File: src/hw/rtl/jse_pkg.sv
// ----------------------------------------------------------------------------
// jse_pkg
// Shared types and constants for the Jacobi symbol engine.
// ----------------------------------------------------------------------------
package jse_pkg;

  // Default datapath width
  localparam int WORD_BITS_DEF = 64;

  // Width of the request and result fields
  localparam int FIELD_BITS  = 64;
  localparam int SYMBOL_BITS = 2;

  // Result codes, two's complement
  localparam logic [SYMBOL_BITS-1:0] SYM_ZERO = 2'b00;
  localparam logic [SYMBOL_BITS-1:0] SYM_POS  = 2'b01;
  localparam logic [SYMBOL_BITS-1:0] SYM_NEG  = 2'b11;

  // Sign flip for a removed factor of two, indexed by modulus mod 8
  localparam logic [7:0] TWO_FLIP = 8'b0010_1000;

  // Sequencer states
  typedef enum logic [2:0] {
    S_IDLE,
    S_DIV,
    S_FIX,
    S_LOOP,
    S_OUT
  } jse_state_t;

endpackage

File: src/hw/rtl/jacobi_symbol_engine.sv
// ----------------------------------------------------------------------------
// jacobi_symbol_engine
// Jacobi symbol (numerator / |modulus|) as -1, 0 or +1, one request at a time.
// ----------------------------------------------------------------------------
// A request is taken only when the engine is idle; the result sits in an
// output register, so the next request is taken while that result waits.
// All remainders run through one shared subtractor as a restoring bit-serial
// division. A request is taken, the numerator is reduced by one remainder
// pass, a fix-up step follows, then the loop steps (factor stripping, swap or
// the final check) run, each swap followed by one remainder pass, and the
// result is handed to the output register. A zero modulus goes straight to
// the output step.
module jacobi_symbol_engine #(
  parameter int WORD_BITS = jse_pkg::WORD_BITS_DEF
) (
  input  logic                                clk,
  input  logic                                rst_n,
  input  logic                                in_valid,
  output logic                                in_ready,
  input  logic signed [jse_pkg::FIELD_BITS-1:0]  in_numerator,
  input  logic signed [jse_pkg::FIELD_BITS-1:0]  in_modulus,
  output logic                                out_valid,
  input  logic                                out_ready,
  output logic signed [jse_pkg::SYMBOL_BITS-1:0] out_symbol
);
  import jse_pkg::*;

  localparam int CW = (WORD_BITS > 1) ? $clog2(WORD_BITS) : 1;

  jse_state_t             state_r, state_nxt;
  logic [WORD_BITS-1:0]   a_r, a_nxt;
  logic [WORD_BITS-1:0]   b_r, b_nxt;
  logic [WORD_BITS-1:0]   rem_r, rem_nxt;
  logic [WORD_BITS-1:0]   dvd_r, dvd_nxt;
  logic [CW-1:0]          cnt_r, cnt_nxt;
  logic                   flip_r, flip_nxt;
  logic                   aneg_r, aneg_nxt;
  logic                   loop_r, loop_nxt;
  logic [SYMBOL_BITS-1:0] res_r, res_nxt;
  logic                   out_valid_r, out_valid_nxt;
  logic [SYMBOL_BITS-1:0] out_symbol_r, out_symbol_nxt;

  logic [WORD_BITS-1:0]   num_w, mod_w, num_mag, mod_mag;
  logic [WORD_BITS:0]     sub_a, sub_b, sub_y;
  logic [WORD_BITS:0]     trial;
  logic [WORD_BITS-1:0]   rem_step;
  logic [WORD_BITS-1:0]   a_half;
  logic                   a_even;
  logic                   flip_lp;

  // Take the request fields at the datapath width and form magnitudes
  assign num_w   = in_numerator[WORD_BITS-1:0];
  assign mod_w   = in_modulus[WORD_BITS-1:0];
  assign num_mag = num_w[WORD_BITS-1] ? (~num_w + 1'b1) : num_w;
  assign mod_mag = mod_w[WORD_BITS-1] ? (~mod_w + 1'b1) : mod_w;

  // Shared subtractor: division trial, or the negative-numerator fix-up
  assign trial = {rem_r, dvd_r[WORD_BITS-1]};
  always_comb begin
    if (state_r == S_FIX) begin
      sub_a = {1'b0, b_r};
      sub_b = {1'b0, a_r};
    end else begin
      sub_a = trial;
      sub_b = {1'b0, b_r};
    end
  end
  assign sub_y    = sub_a - sub_b;
  assign rem_step = sub_y[WORD_BITS] ? trial[WORD_BITS-1:0] : sub_y[WORD_BITS-1:0];

  // Loop step helpers: single factor of two and reciprocity
  assign a_even = (a_r[1:0] == 2'b10);
  assign a_half = a_even ? {1'b0, a_r[WORD_BITS-1:1]} : a_r;
  always_comb begin
    flip_lp = flip_r;
    if (a_even) begin
      flip_lp = flip_lp ^ TWO_FLIP[b_r[2:0]];
    end
    if ((a_half[1:0] & b_r[1:0]) == 2'b11) begin
      flip_lp = ~flip_lp;
    end
  end

  // Sequencer
  always_comb begin
    state_nxt      = state_r;
    a_nxt          = a_r;
    b_nxt          = b_r;
    rem_nxt        = rem_r;
    dvd_nxt        = dvd_r;
    cnt_nxt        = cnt_r;
    flip_nxt       = flip_r;
    aneg_nxt       = aneg_r;
    loop_nxt       = loop_r;
    res_nxt        = res_r;
    out_valid_nxt  = out_valid_r;
    out_symbol_nxt = out_symbol_r;
    in_ready       = (state_r == S_IDLE);

    // Drop the result once taken
    if (out_valid_r && out_ready) begin
      out_valid_nxt = 1'b0;
    end

    case (state_r)
      S_IDLE: begin
        if (in_valid) begin
          dvd_nxt  = num_mag;
          b_nxt    = mod_mag;
          aneg_nxt = num_w[WORD_BITS-1];
          rem_nxt  = '0;
          cnt_nxt  = CW'(WORD_BITS - 1);
          loop_nxt = 1'b0;
          flip_nxt = 1'b0;
          if (mod_mag == '0) begin
            res_nxt   = SYM_ZERO;
            state_nxt = S_OUT;
          end else begin
            state_nxt = S_DIV;
          end
        end
      end
      S_DIV: begin
        // Advance the restoring division by one dividend bit
        rem_nxt = rem_step;
        dvd_nxt = {dvd_r[WORD_BITS-2:0], 1'b0};
        cnt_nxt = cnt_r - 1'b1;
        if (cnt_r == '0) begin
          a_nxt     = rem_step;
          state_nxt = loop_r ? S_LOOP : S_FIX;
        end
      end
      S_FIX: begin
        // Map a negative numerator into [0, modulus)
        if (a_r == '0) begin
          res_nxt   = SYM_ZERO;
          state_nxt = S_OUT;
        end else begin
          if (aneg_r) begin
            a_nxt = sub_y[WORD_BITS-1:0];
          end
          state_nxt = S_LOOP;
        end
      end
      S_LOOP: begin
        if (a_r <= WORD_BITS'(1)) begin
          res_nxt   = flip_r ? SYM_NEG : SYM_POS;
          state_nxt = S_OUT;
        end else if (a_r[1:0] == 2'b00) begin
          a_nxt = {2'b00, a_r[WORD_BITS-1:2]};
        end else begin
          // Swap and reduce the old modulus by the new one
          flip_nxt  = flip_lp;
          dvd_nxt   = b_r;
          b_nxt     = a_half;
          rem_nxt   = '0;
          cnt_nxt   = CW'(WORD_BITS - 1);
          loop_nxt  = 1'b1;
          state_nxt = S_DIV;
        end
      end
      S_OUT: begin
        // Hold until the output register is free
        if (!out_valid_r || out_ready) begin
          out_valid_nxt  = 1'b1;
          out_symbol_nxt = res_r;
          state_nxt      = S_IDLE;
        end
      end
      default: begin
        state_nxt = S_IDLE;
      end
    endcase
  end

  // Control registers
  always_ff @(posedge clk) begin
    if (!rst_n) begin
      state_r     <= S_IDLE;
      out_valid_r <= 1'b0;
    end else begin
      state_r     <= state_nxt;
      out_valid_r <= out_valid_nxt;
    end
  end

  // Datapath registers
  always_ff @(posedge clk) begin
    a_r          <= a_nxt;
    b_r          <= b_nxt;
    rem_r        <= rem_nxt;
    dvd_r        <= dvd_nxt;
    cnt_r        <= cnt_nxt;
    flip_r       <= flip_nxt;
    aneg_r       <= aneg_nxt;
    loop_r       <= loop_nxt;
    res_r        <= res_nxt;
    out_symbol_r <= out_symbol_nxt;
  end

  assign out_valid  = out_valid_r;
  assign out_symbol = out_symbol_r;

  // Divisor of a remainder pass is never zero
  a_div_nonzero: assert property (@(posedge clk) disable iff (!rst_n)
    (state_r == S_DIV) |-> (b_r != '0))
    else $error("remainder pass with zero divisor");

  // Partial remainder stays below the divisor
  a_rem_range: assert property (@(posedge clk) disable iff (!rst_n)
    (state_r == S_DIV) |-> (rem_r < b_r))
    else $error("partial remainder out of range");

  // Result register never holds the unused code while valid
  a_sym_code: assert property (@(posedge clk) disable iff (!rst_n)
    out_valid_r |-> (out_symbol_r != 2'b10))
    else $error("invalid symbol code");

  // An accepted request leaves the idle state
  a_busy: assert property (@(posedge clk) disable iff (!rst_n)
    (in_valid && in_ready) |=> (state_r != S_IDLE))
    else $error("request accepted but engine stayed idle");

  // Reduced numerator in the loop is below the modulus or at most one
  a_loop_range: assert property (@(posedge clk) disable iff (!rst_n)
    (state_r == S_LOOP) |-> (a_r < b_r || a_r <= WORD_BITS'(1)))
    else $error("loop operand out of range");

endmodule
File: config.mk
export PLATFORM = sky130hd
export DESIGN_NAME = jacobi_symbol_engine
export DESIGN_NICKNAME = d
export VERILOG_FILES = /design/src/hw/rtl/jse_pkg.sv /design/src/hw/rtl/jacobi_symbol_engine.sv
export SDC_FILE = /design/constraint.sdc
export NUM_CORES = 1
export LEC_CHECK = 0
export BUFFER_PORTS_ARGS = -buffer_cell sky130_fd_sc_hd__buf_2
export CORE_MARGIN = 10
export CORE_UTILIZATION = 60
export DETAILED_ROUTE_END_ITERATION = 10
export MAX_ROUTING_LAYER = met4
export PLACE_DENSITY = 0.79
export SLEW_MARGIN = 10
export SYNTH_ARGS = -nofsm -noshare
export SYNTH_HDL_FRONTEND = slang
export SYNTH_SLANG_ARGS = --single-unit
File: constraint.sdc
create_clock -name clk -period 10.6 [get_ports clk]
set_input_delay 1.59 -clock clk [delete_from_list [all_inputs] [get_ports clk]]
set_output_delay 1.59 -clock clk [all_outputs]
set_load 0.03 [all_outputs]
==> results of run 1 <==
-- power groups by stage --
stage | Sequential [mW] | Combinational (mW) | Clock (mW)
3_3_place_gp | 2.62 | 5.48 | 0
6_report | 2.67 | 5.84 | 1.03
3_5_place_dp | 2.63 | 5.63 | 0
4_1_cts | 2.62 | 5.68 | 1.02
2_1_floorplan | 2.35 | 4.28 | 0
5_1_grt | 2.69 | 6.33 | 1.06
-- logic make-up after synthesis --
| group | share of synthesized area |
|---|---|
| simple gates | 0.226 |
| fa+ha+maj | 0.0381 |
| buf+inv | 0.0387 |
| compound gates | 0.180 |
| mux | 0.0896 |
| xor+xnor | 0.0696 |
| flops | 0.357 |
-- per-stage QoR --
step / worst slack, ns / util / instance area, um^2
floorplan: 2.79 / - / 22900
global placement: 4.36 / 0.629 / 23700
detailed placement: 4.17 / 0.629 / 23700
CTS: 4.18 / 0.654 / 24600
global route: 3.67 / 0.654 / 24600
finish: 4.01 / 0.654 / 24600
-- placed cells by master, fill, tap and decap left out, drive strengths merged, types with 7 or more instances in the layout --
| cell | instances |
|---|---|
| nand2 | 449 |
| edfxtp | 269 |
| nor2 | 223 |
| mux2i | 197 |
| a21oi | 189 |
| buf | 157 |
| o21ai | 121 |
| xnor2 | 115 |
| ha | 68 |
| xor2 | 66 |
| a31oi | 63 |
| nand3 | 53 |
| or3 | 42 |
| inv | 42 |
| nor3 | 39 |
| a21o | 38 |
| and3 | 38 |
| and2 | 38 |
| nor4 | 38 |
| clkbuf | 38 |
| a211oi | 37 |
| or4 | 35 |
| nand4 | 28 |
| o31ai | 27 |
| o41ai | 25 |
| nand2b | 20 |
| a22oi | 19 |
| nor2b | 18 |
| o211ai | 16 |
| o21bai | 16 |
| o22ai | 13 |
| o21a | 11 |
| clkinv | 11 |
| or2 | 10 |
| and4 | 10 |
| o221ai | 7 |
| a21boi | 7 |
| mux2 | 7 |
-- sequential cells by signal, indices dropped and copies added (netlist names), named ones only --
signal / cells
a_r: 64
aneg_r: 1
b_r: 64
cnt_r: 6
dvd_r: 64
flip_r: 1
loop_r: 1
out_symbol: 2
out_valid: 1
rem_r: 64
res_r: 2
state_r: 3
-- cell usage after synthesis, types with 7 or more instances --
master,n,share of area
nand4_1,26,0.0071
inv_1,39,0.0064
mux2i_1,197,0.086
nor2b_1,18,0.0049
or2_2,9,0.0025
o31ai_1,26,0.0085
and2_1,37,0.010
nand2b_1,20,0.0055
ha_1,68,0.037
nand3_1,52,0.011
o21ai_0,120,0.026
a211oi_1,37,0.012
xnor2_1,115,0.044
o211ai_1,16,0.0053
o21bai_1,16,0.0053
o21a_1,11,0.0036
o221ai_1,7,0.0027
xor2_1,65,0.025
a21oi_1,189,0.041
a31oi_1,63,0.017
buf_1,10,0.0016
edfxtp_1,269,0.35
buf_2,11,0.0024
nor2_1,222,0.036
and3_1,37,0.010
o41ai_1,22,0.0084
or4_1,29,0.0095
or3_1,40,0.011
and4_1,9,0.0034
nor4_1,34,0.0093
o22ai_1,13,0.0036
clkbuf_1,143,0.023
a21o_1,38,0.012
nand2_1,449,0.074
a22oi_1,19,0.0062
nor3_1,36,0.0079
-- final timing paths --
check	startpoint	endpoint	slack [ns]	depth (start not counted)
setup / recovery	state_r[1]	a_r[15]	4.01	16
hold / removal	res_r[0]	out_symbol[0]	0.43	0
setup reg to reg	state_r[1]	a_r[15]	4.01	16
hold reg to reg	res_r[0]	out_symbol[0]	0.43	0
-- per-layer routing --
metal  part of all wire  GRT usage
met2               0.42      0.464
met5                  0          -
met1               0.42      0.485
met4              0.028     0.0897
met3               0.14     0.0744
-- cell type report --
| class | count | area share |
|---|---|---|
| Inverter | 41 | 0.00635 |
| Clock buffer | 38 | 0.0320 |
| Sequential cell | 274 | 0.332 |
| Multi-Input combinational cell | 2169 | 0.563 |
| Timing Repair Buffer | 157 | 0.0346 |
| Tap cell | 511 | 0.0260 |
| Clock inverter | 15 | 0.00564 |
-- worst reg2reg max path, stage by stage, from the launching register on --
cell      delay (ns)
dfxtp_2         0.32
buf_4           0.63
nand2b_2        0.19
nor2_4          0.14
buf_12          0.50
mux2i_1         0.38
ha_1            0.48
nand4_1         0.24
or3_1           0.37
or4_1           0.51
a31oi_1         0.31
o21bai_1        0.20
or4b_2          0.26
and4_4          0.60
buf_4           0.69
mux2i_1         0.36
a21boi_0        0.13
==> summary.md, run 1 <==
| Metric | Value |
|---|---|
| Final GP Congestion | `0.990` |
| YS warnings | `0` |
| Initial antenna violation count | `0` |
| Combinational share of power | `0.612` |
| Post-synth EDFFs | `269` |
| Synth-to-layout area growth | `7.67%` |
| Max IR drop VDD | `0.000205 V` |
| Sequential Power Share | `0.280` |
| Worst hold margin | `0.434 ns` |
| F_max | `152 MHz` |
| Final-layout fill cell count | `3178` |
| Post-Syn Instances | `2657` |
| Crit-path max FO | `134` |
| Root buf cell | `clkbuf_16` |
| Worst-path clk slew | `0.06 ns` |
| Avg Cell Area, Syn | `8.61 um^2` |
| Max Transition Viols Final | `0` |
| Initial DRC Count | `3472` |
| Slowest-stage cell, CP | `buf_4` |
| Max Cap Viol | `0` |
| Reg area | `0.00818 mm^2` |
| P_sw | `4.81 mW` |
| Critical path launch point type | `register` |
| Drt pass-1 iters | `8` |
| Buffers on Ports | `135` |
| Switching Share | `0.504` |
| Via count | `21900` |
| Critical path class | `register to register` |
| CP Capture Type | `register` |
| Area of the multi-input gates | `0.0139 mm^2` |
| Largest delay share family, worst path | `simple AND/OR/NAND/NOR gates` |
| Setup_tns | `0 ns` |
| Global route overflow | `0` |
| Antenna fix cells | `0` |
| Initial Utilization | `0.607` |
| Largest net degree at the start of global routing | `135` |
| Fin crit share | `0.622` |
| CP max stage delay | `0.68 ns` |
| Async S/R FF share, synth | `0` |
| Residual DRC | `0` |
| Syn Nets | `2858` |
| Int Pwr | `4.73 mW` |
| Vias/cell | `6.84` |
| Nets | `2873` |
| TritonCTS Buffers | `29` |
| DRT antenna net count | `0` |
| Die X | `215 um` |
| Drt total wl | `79700 um` |
| Fin. Hold Viols | `0` |
| Mapped Area | `0.0229 mm^2` |
| H-tree Lvls | `1` |
| DP Cell Count | `3152` |
| WP data required | `10.88 ns` |
| CTS tree | `yes` |
| Clk network pwr share | `0.108` |
| Clk sinks | `274` |
| Vias in the first global route | `20200` |
| Crit-path cells | `buf_4 -> nand2b_2 -> nor2_4 -> buf_12 -> mux2i_1 -> ha_1 -> nand4_1 -> or3_1 -> or4_1 -> a31oi_1 -> o21bai_1 -> or4b_2 -> and4_4 -> buf_4 -> mux2i_1 -> a21boi_0` |
| Ys flop type | `edfxtp_1` |
| Core Area | `0.0377 mm^2` |
| Fin cells | `3205` |
| Die Ht | `215 um` |
| I/O pin cnt | `136` |
| Unrepaired setup endpoints after global routing | `no` |
| Per-cell routed wire length | `24.9 um` |
| Status | `finished clean` |
| Global-route wire length before repair | `120000 um` |
| Tot GR Track Use | `0.336` |
| Share of cells above drive strength 1 | `0.101` |
| Setup Skew | `0.0156 ns` |
| HPWL Detailed | `58000 um` |
| Die area | `0.0463 mm^2` |
| Post-CTS sizing | `0` |
| CTS max path bufs | `3` |
| Power per cell area | `387 mW/mm^2` |
| Worst Hold Class | `register to register` |
| CP Buf/Inv Count | `3` |
| Flop and latch count out of synthesis | `274` |
| Worst-margin pin slew | `1.14 ns` |
| Min Clock Period, post-route | `6.59 ns` |
| # rows | `71` |
| Clk Latency, worst-skew pair | `0.58 ns` |
| Post-synth cell types | `101` |
| Hold buffers post-CTS | `0` |
| Leakage | `9.31 nW` |
| Endpoints failing setup | `0` |
| Slew margin rel. | `0.237` |
| Worst Path Arrival | `6.87 ns` |
| Sequential area share after synthesis | `0.357` |
| Total Power | `9.54 mW` |
| Post-CTS setup repair buffer count | `0` |
(Power assumes the default switching activity.)
==> run 2, diff against run 1 <==
--- a/config.mk
+++ b/config.mk
@@ -7,10 +7,10 @@
 export LEC_CHECK = 0
 export BUFFER_PORTS_ARGS = -buffer_cell sky130_fd_sc_hd__buf_2
 export CORE_MARGIN = 10
-export CORE_UTILIZATION = 60
+export CORE_UTILIZATION = 57
 export DETAILED_ROUTE_END_ITERATION = 10
 export MAX_ROUTING_LAYER = met4
-export PLACE_DENSITY = 0.79
+export PLACE_DENSITY = 0.78
 export SLEW_MARGIN = 10
 export SYNTH_ARGS = -nofsm -noshare
 export SYNTH_HDL_FRONTEND = slang
==> constraint.sdc (replaced) <==
create_clock -name clk -period 5.64 [get_ports clk]
set_input_delay 0.846 -clock clk [delete_from_list [all_inputs] [get_ports clk]]
set_output_delay 0.846 -clock clk [all_outputs]
set_load 0.03 [all_outputs]
==> summary.md, run 2 (synthesis gave the netlist of run 1 again) <==
| Metric | Value |
|---|---|
| Critical path launch point type | `register` |
| # rows | `73` |
| Per-cell routed wire length | `24.6 um` |
| FF-to-FF path depth | `15` |
| Share of cells above drive strength 1 | `0.107` |
| Most common cell after layout, fill and taps aside | `nand2_1` |
| CP max stage delay | `0.74 ns` |
| Critical R2R Capture | `a_r[29]` |
| Initial Utilization | `0.576` |
| Buffers on Ports | `135` |
| Root buf cell | `clkbuf_16` |
| Status | `finished clean` |
| Post-CTS setup repair buffer count | `0` |
| Clk sinks | `274` |
| Tot GR Track Use | `0.328` |
| Slowest-stage cell, CP | `buf_4` |
| Register-to-register setup slack | `0.38 ns` |
| Fin crit share | `0.933` |
| Die Ht | `220 um` |
| Global route overflow | `0` |
| HPWL Detailed | `59700 um` |
| H-tree Lvls | `1` |
| Initial DRC Count | `3266` |
| Core Area | `0.0397 mm^2` |
| F_max | `190 MHz` |
| CP Capture Type | `register` |
| Residual DRC | `0` |
| WP data required | `5.90 ns` |
| Hold EP | `out_symbol[0]` |
| Die area | `0.0486 mm^2` |
| Fin. Hold Viols | `0` |
| Endpoints failing setup | `0` |
| CTS tree | `yes` |
| Vias/cell | `6.74` |
| Clk Latency, worst-skew pair | `0.57 ns` |
| Setup_tns | `0 ns` |
| Worst-margin pin slew | `1.22 ns` |
| Post-route cell area | `0.0248 mm^2` |
| Met2 Resource Use GR | `0.456` |
| Synth-to-layout area growth | `8.38%` |
| Most Used Layer, Global Route | `met1` |
| Hold buffers post-CTS | `0` |
| Max Cap Viol | `0` |
| CTS max path bufs | `3` |
| I/O pin cnt | `136` |
| Largest delay share family, worst path | `simple AND/OR/NAND/NOR gates` |
| TritonCTS Buffers | `27` |
| Worst-path clk slew | `0.07 ns` |
| Unrepaired setup endpoints after global routing | `no` |
| CP Buf/Inv Count | `2` |
| R2r startpoint | `state_r[2]` |
| DRT antenna net count | `0` |
| Die X | `220 um` |
| Max IR drop VDD | `0.000567 V` |
| Power per cell area | `730 mW/mm^2` |
| Setup Skew | `0.0246 ns` |
| Post-CTS sizing | `0` |
| Largest net degree at the start of global routing | `104` |
| Crit-path cells | `nand2b_2 -> nor2_4 -> buf_4 -> mux2i_1 -> ha_1 -> and4_1 -> and3_1 -> and4_1 -> a21oi_1 -> o21ai_0 -> or4b_2 -> and4_4 -> buf_12 -> mux2i_1 -> a21oi_1` |
| Vias in the first global route | `20200` |
| Slew margin rel. | `0.178` |
| Worst hold margin | `0.427 ns` |
| Met3 Track Usage GR | `0.0651` |
| Placed cell areas | `0.0239 mm^2` |
| Nets | `2894` |
| Min Clock Period, post-route | `5.26 ns` |
| Worst Hold Depth | `0` |
| Met1 Track Usage GR | `0.477` |
| Drt pass-1 iters | `9` |
| Most frequent cells in the layout | `446 x nand2_1, 269 x edfxtp_1, 218 x nor2_1` |
| Final-layout fill cell count | `3413` |
| Worst Hold Class | `register to register` |
| Initial antenna violation count | `1` |
| Crit-path max FO | `71` |
| Final GP Congestion | `0.992` |
| Global-route wire length before repair | `121000 um` |
| Worst Path Arrival | `5.52 ns` |
| Via count | `21800` |
| Critical path class | `register to register` |
| Drt total wl | `79700 um` |
| Hold_sp | `res_r[0]` |
| Max Transition Viols Final | `0` |
| Leakage | `9.41 nW` |
run 2: power by group:
group / switching (mW) / leakage (nW) / internal (mW)
Combinational: 7.19 / 6.32 / 4.07
Sequential: 1.09 / 2.65 / 3.89
Clock: 0.813 / 0.429 / 1.05
run 2: worst register-to-register path, cell delays in order, from the launching register on:
cell	delay (ns)
dfxtp_1	0.43
nand2b_2	0.27
nor2_4	0.11
buf_4	0.74
mux2i_1	0.36
ha_1	0.35
and4_1	0.30
and3_1	0.23
and4_1	0.24
a21oi_1	0.13
o21ai_0	0.20
or4b_2	0.68
and4_4	0.24
buf_12	0.22
mux2i_1	0.36
a21oi_1	0.13
run 2: metal layers:
layer	share of wire	vias to the layer above
met5	0	-
met4	0.027	0
li1	-	9891
met1	0.42	10300
met2	0.41	1499
met3	0.14	135
run 2: how the worst max path moves through the flow:
stage                           to  cells past startpoint           from  slack (ns)
final                      a_r[29]                     15     state_r[2]        0.38
after global routing       a_r[53]                     15     state_r[2]        0.07
after CTS                  a_r[29]                     15     state_r[2]        0.51
after detailed placement  res_r[1]                     13  in_modulus[0]        0.24
after global placement    res_r[0]                     13  in_modulus[0]        0.33
after floorplan             a_r[0]                      6     state_r[1]        0.52
run 2: cell type report:
| cell class | count | area, um^2 | area share |
|---|---|---|---|
| flip-flops and latches | 274 | 8180 | 0.330 |
| clock buffers | 36 | 729 | 0.0294 |
| diodes | 1 | 2.50 | 0.000101 |
| inverters | 41 | 156 | 0.00631 |
| clock inverters | 13 | 148 | 0.00595 |
| multi-input cells | 2169 | 13900 | 0.560 |
| repair buffers | 180 | 1040 | 0.0419 |
| well taps | 525 | 657 | 0.0265 |
run 2: through the flow:
step	util	setup WS, ns	std cells	power [mW]
2_1_floorplan	-	0.519	2657	12.4
3_3_place_gp	0.602	0.331	3189	15.5
3_5_place_dp	0.602	0.239	3189	15.8
4_1_cts	0.624	0.506	3238	17.7
5_1_grt	0.624	0.0702	3239	19.1
6_report	0.624	0.378	3239	18.1
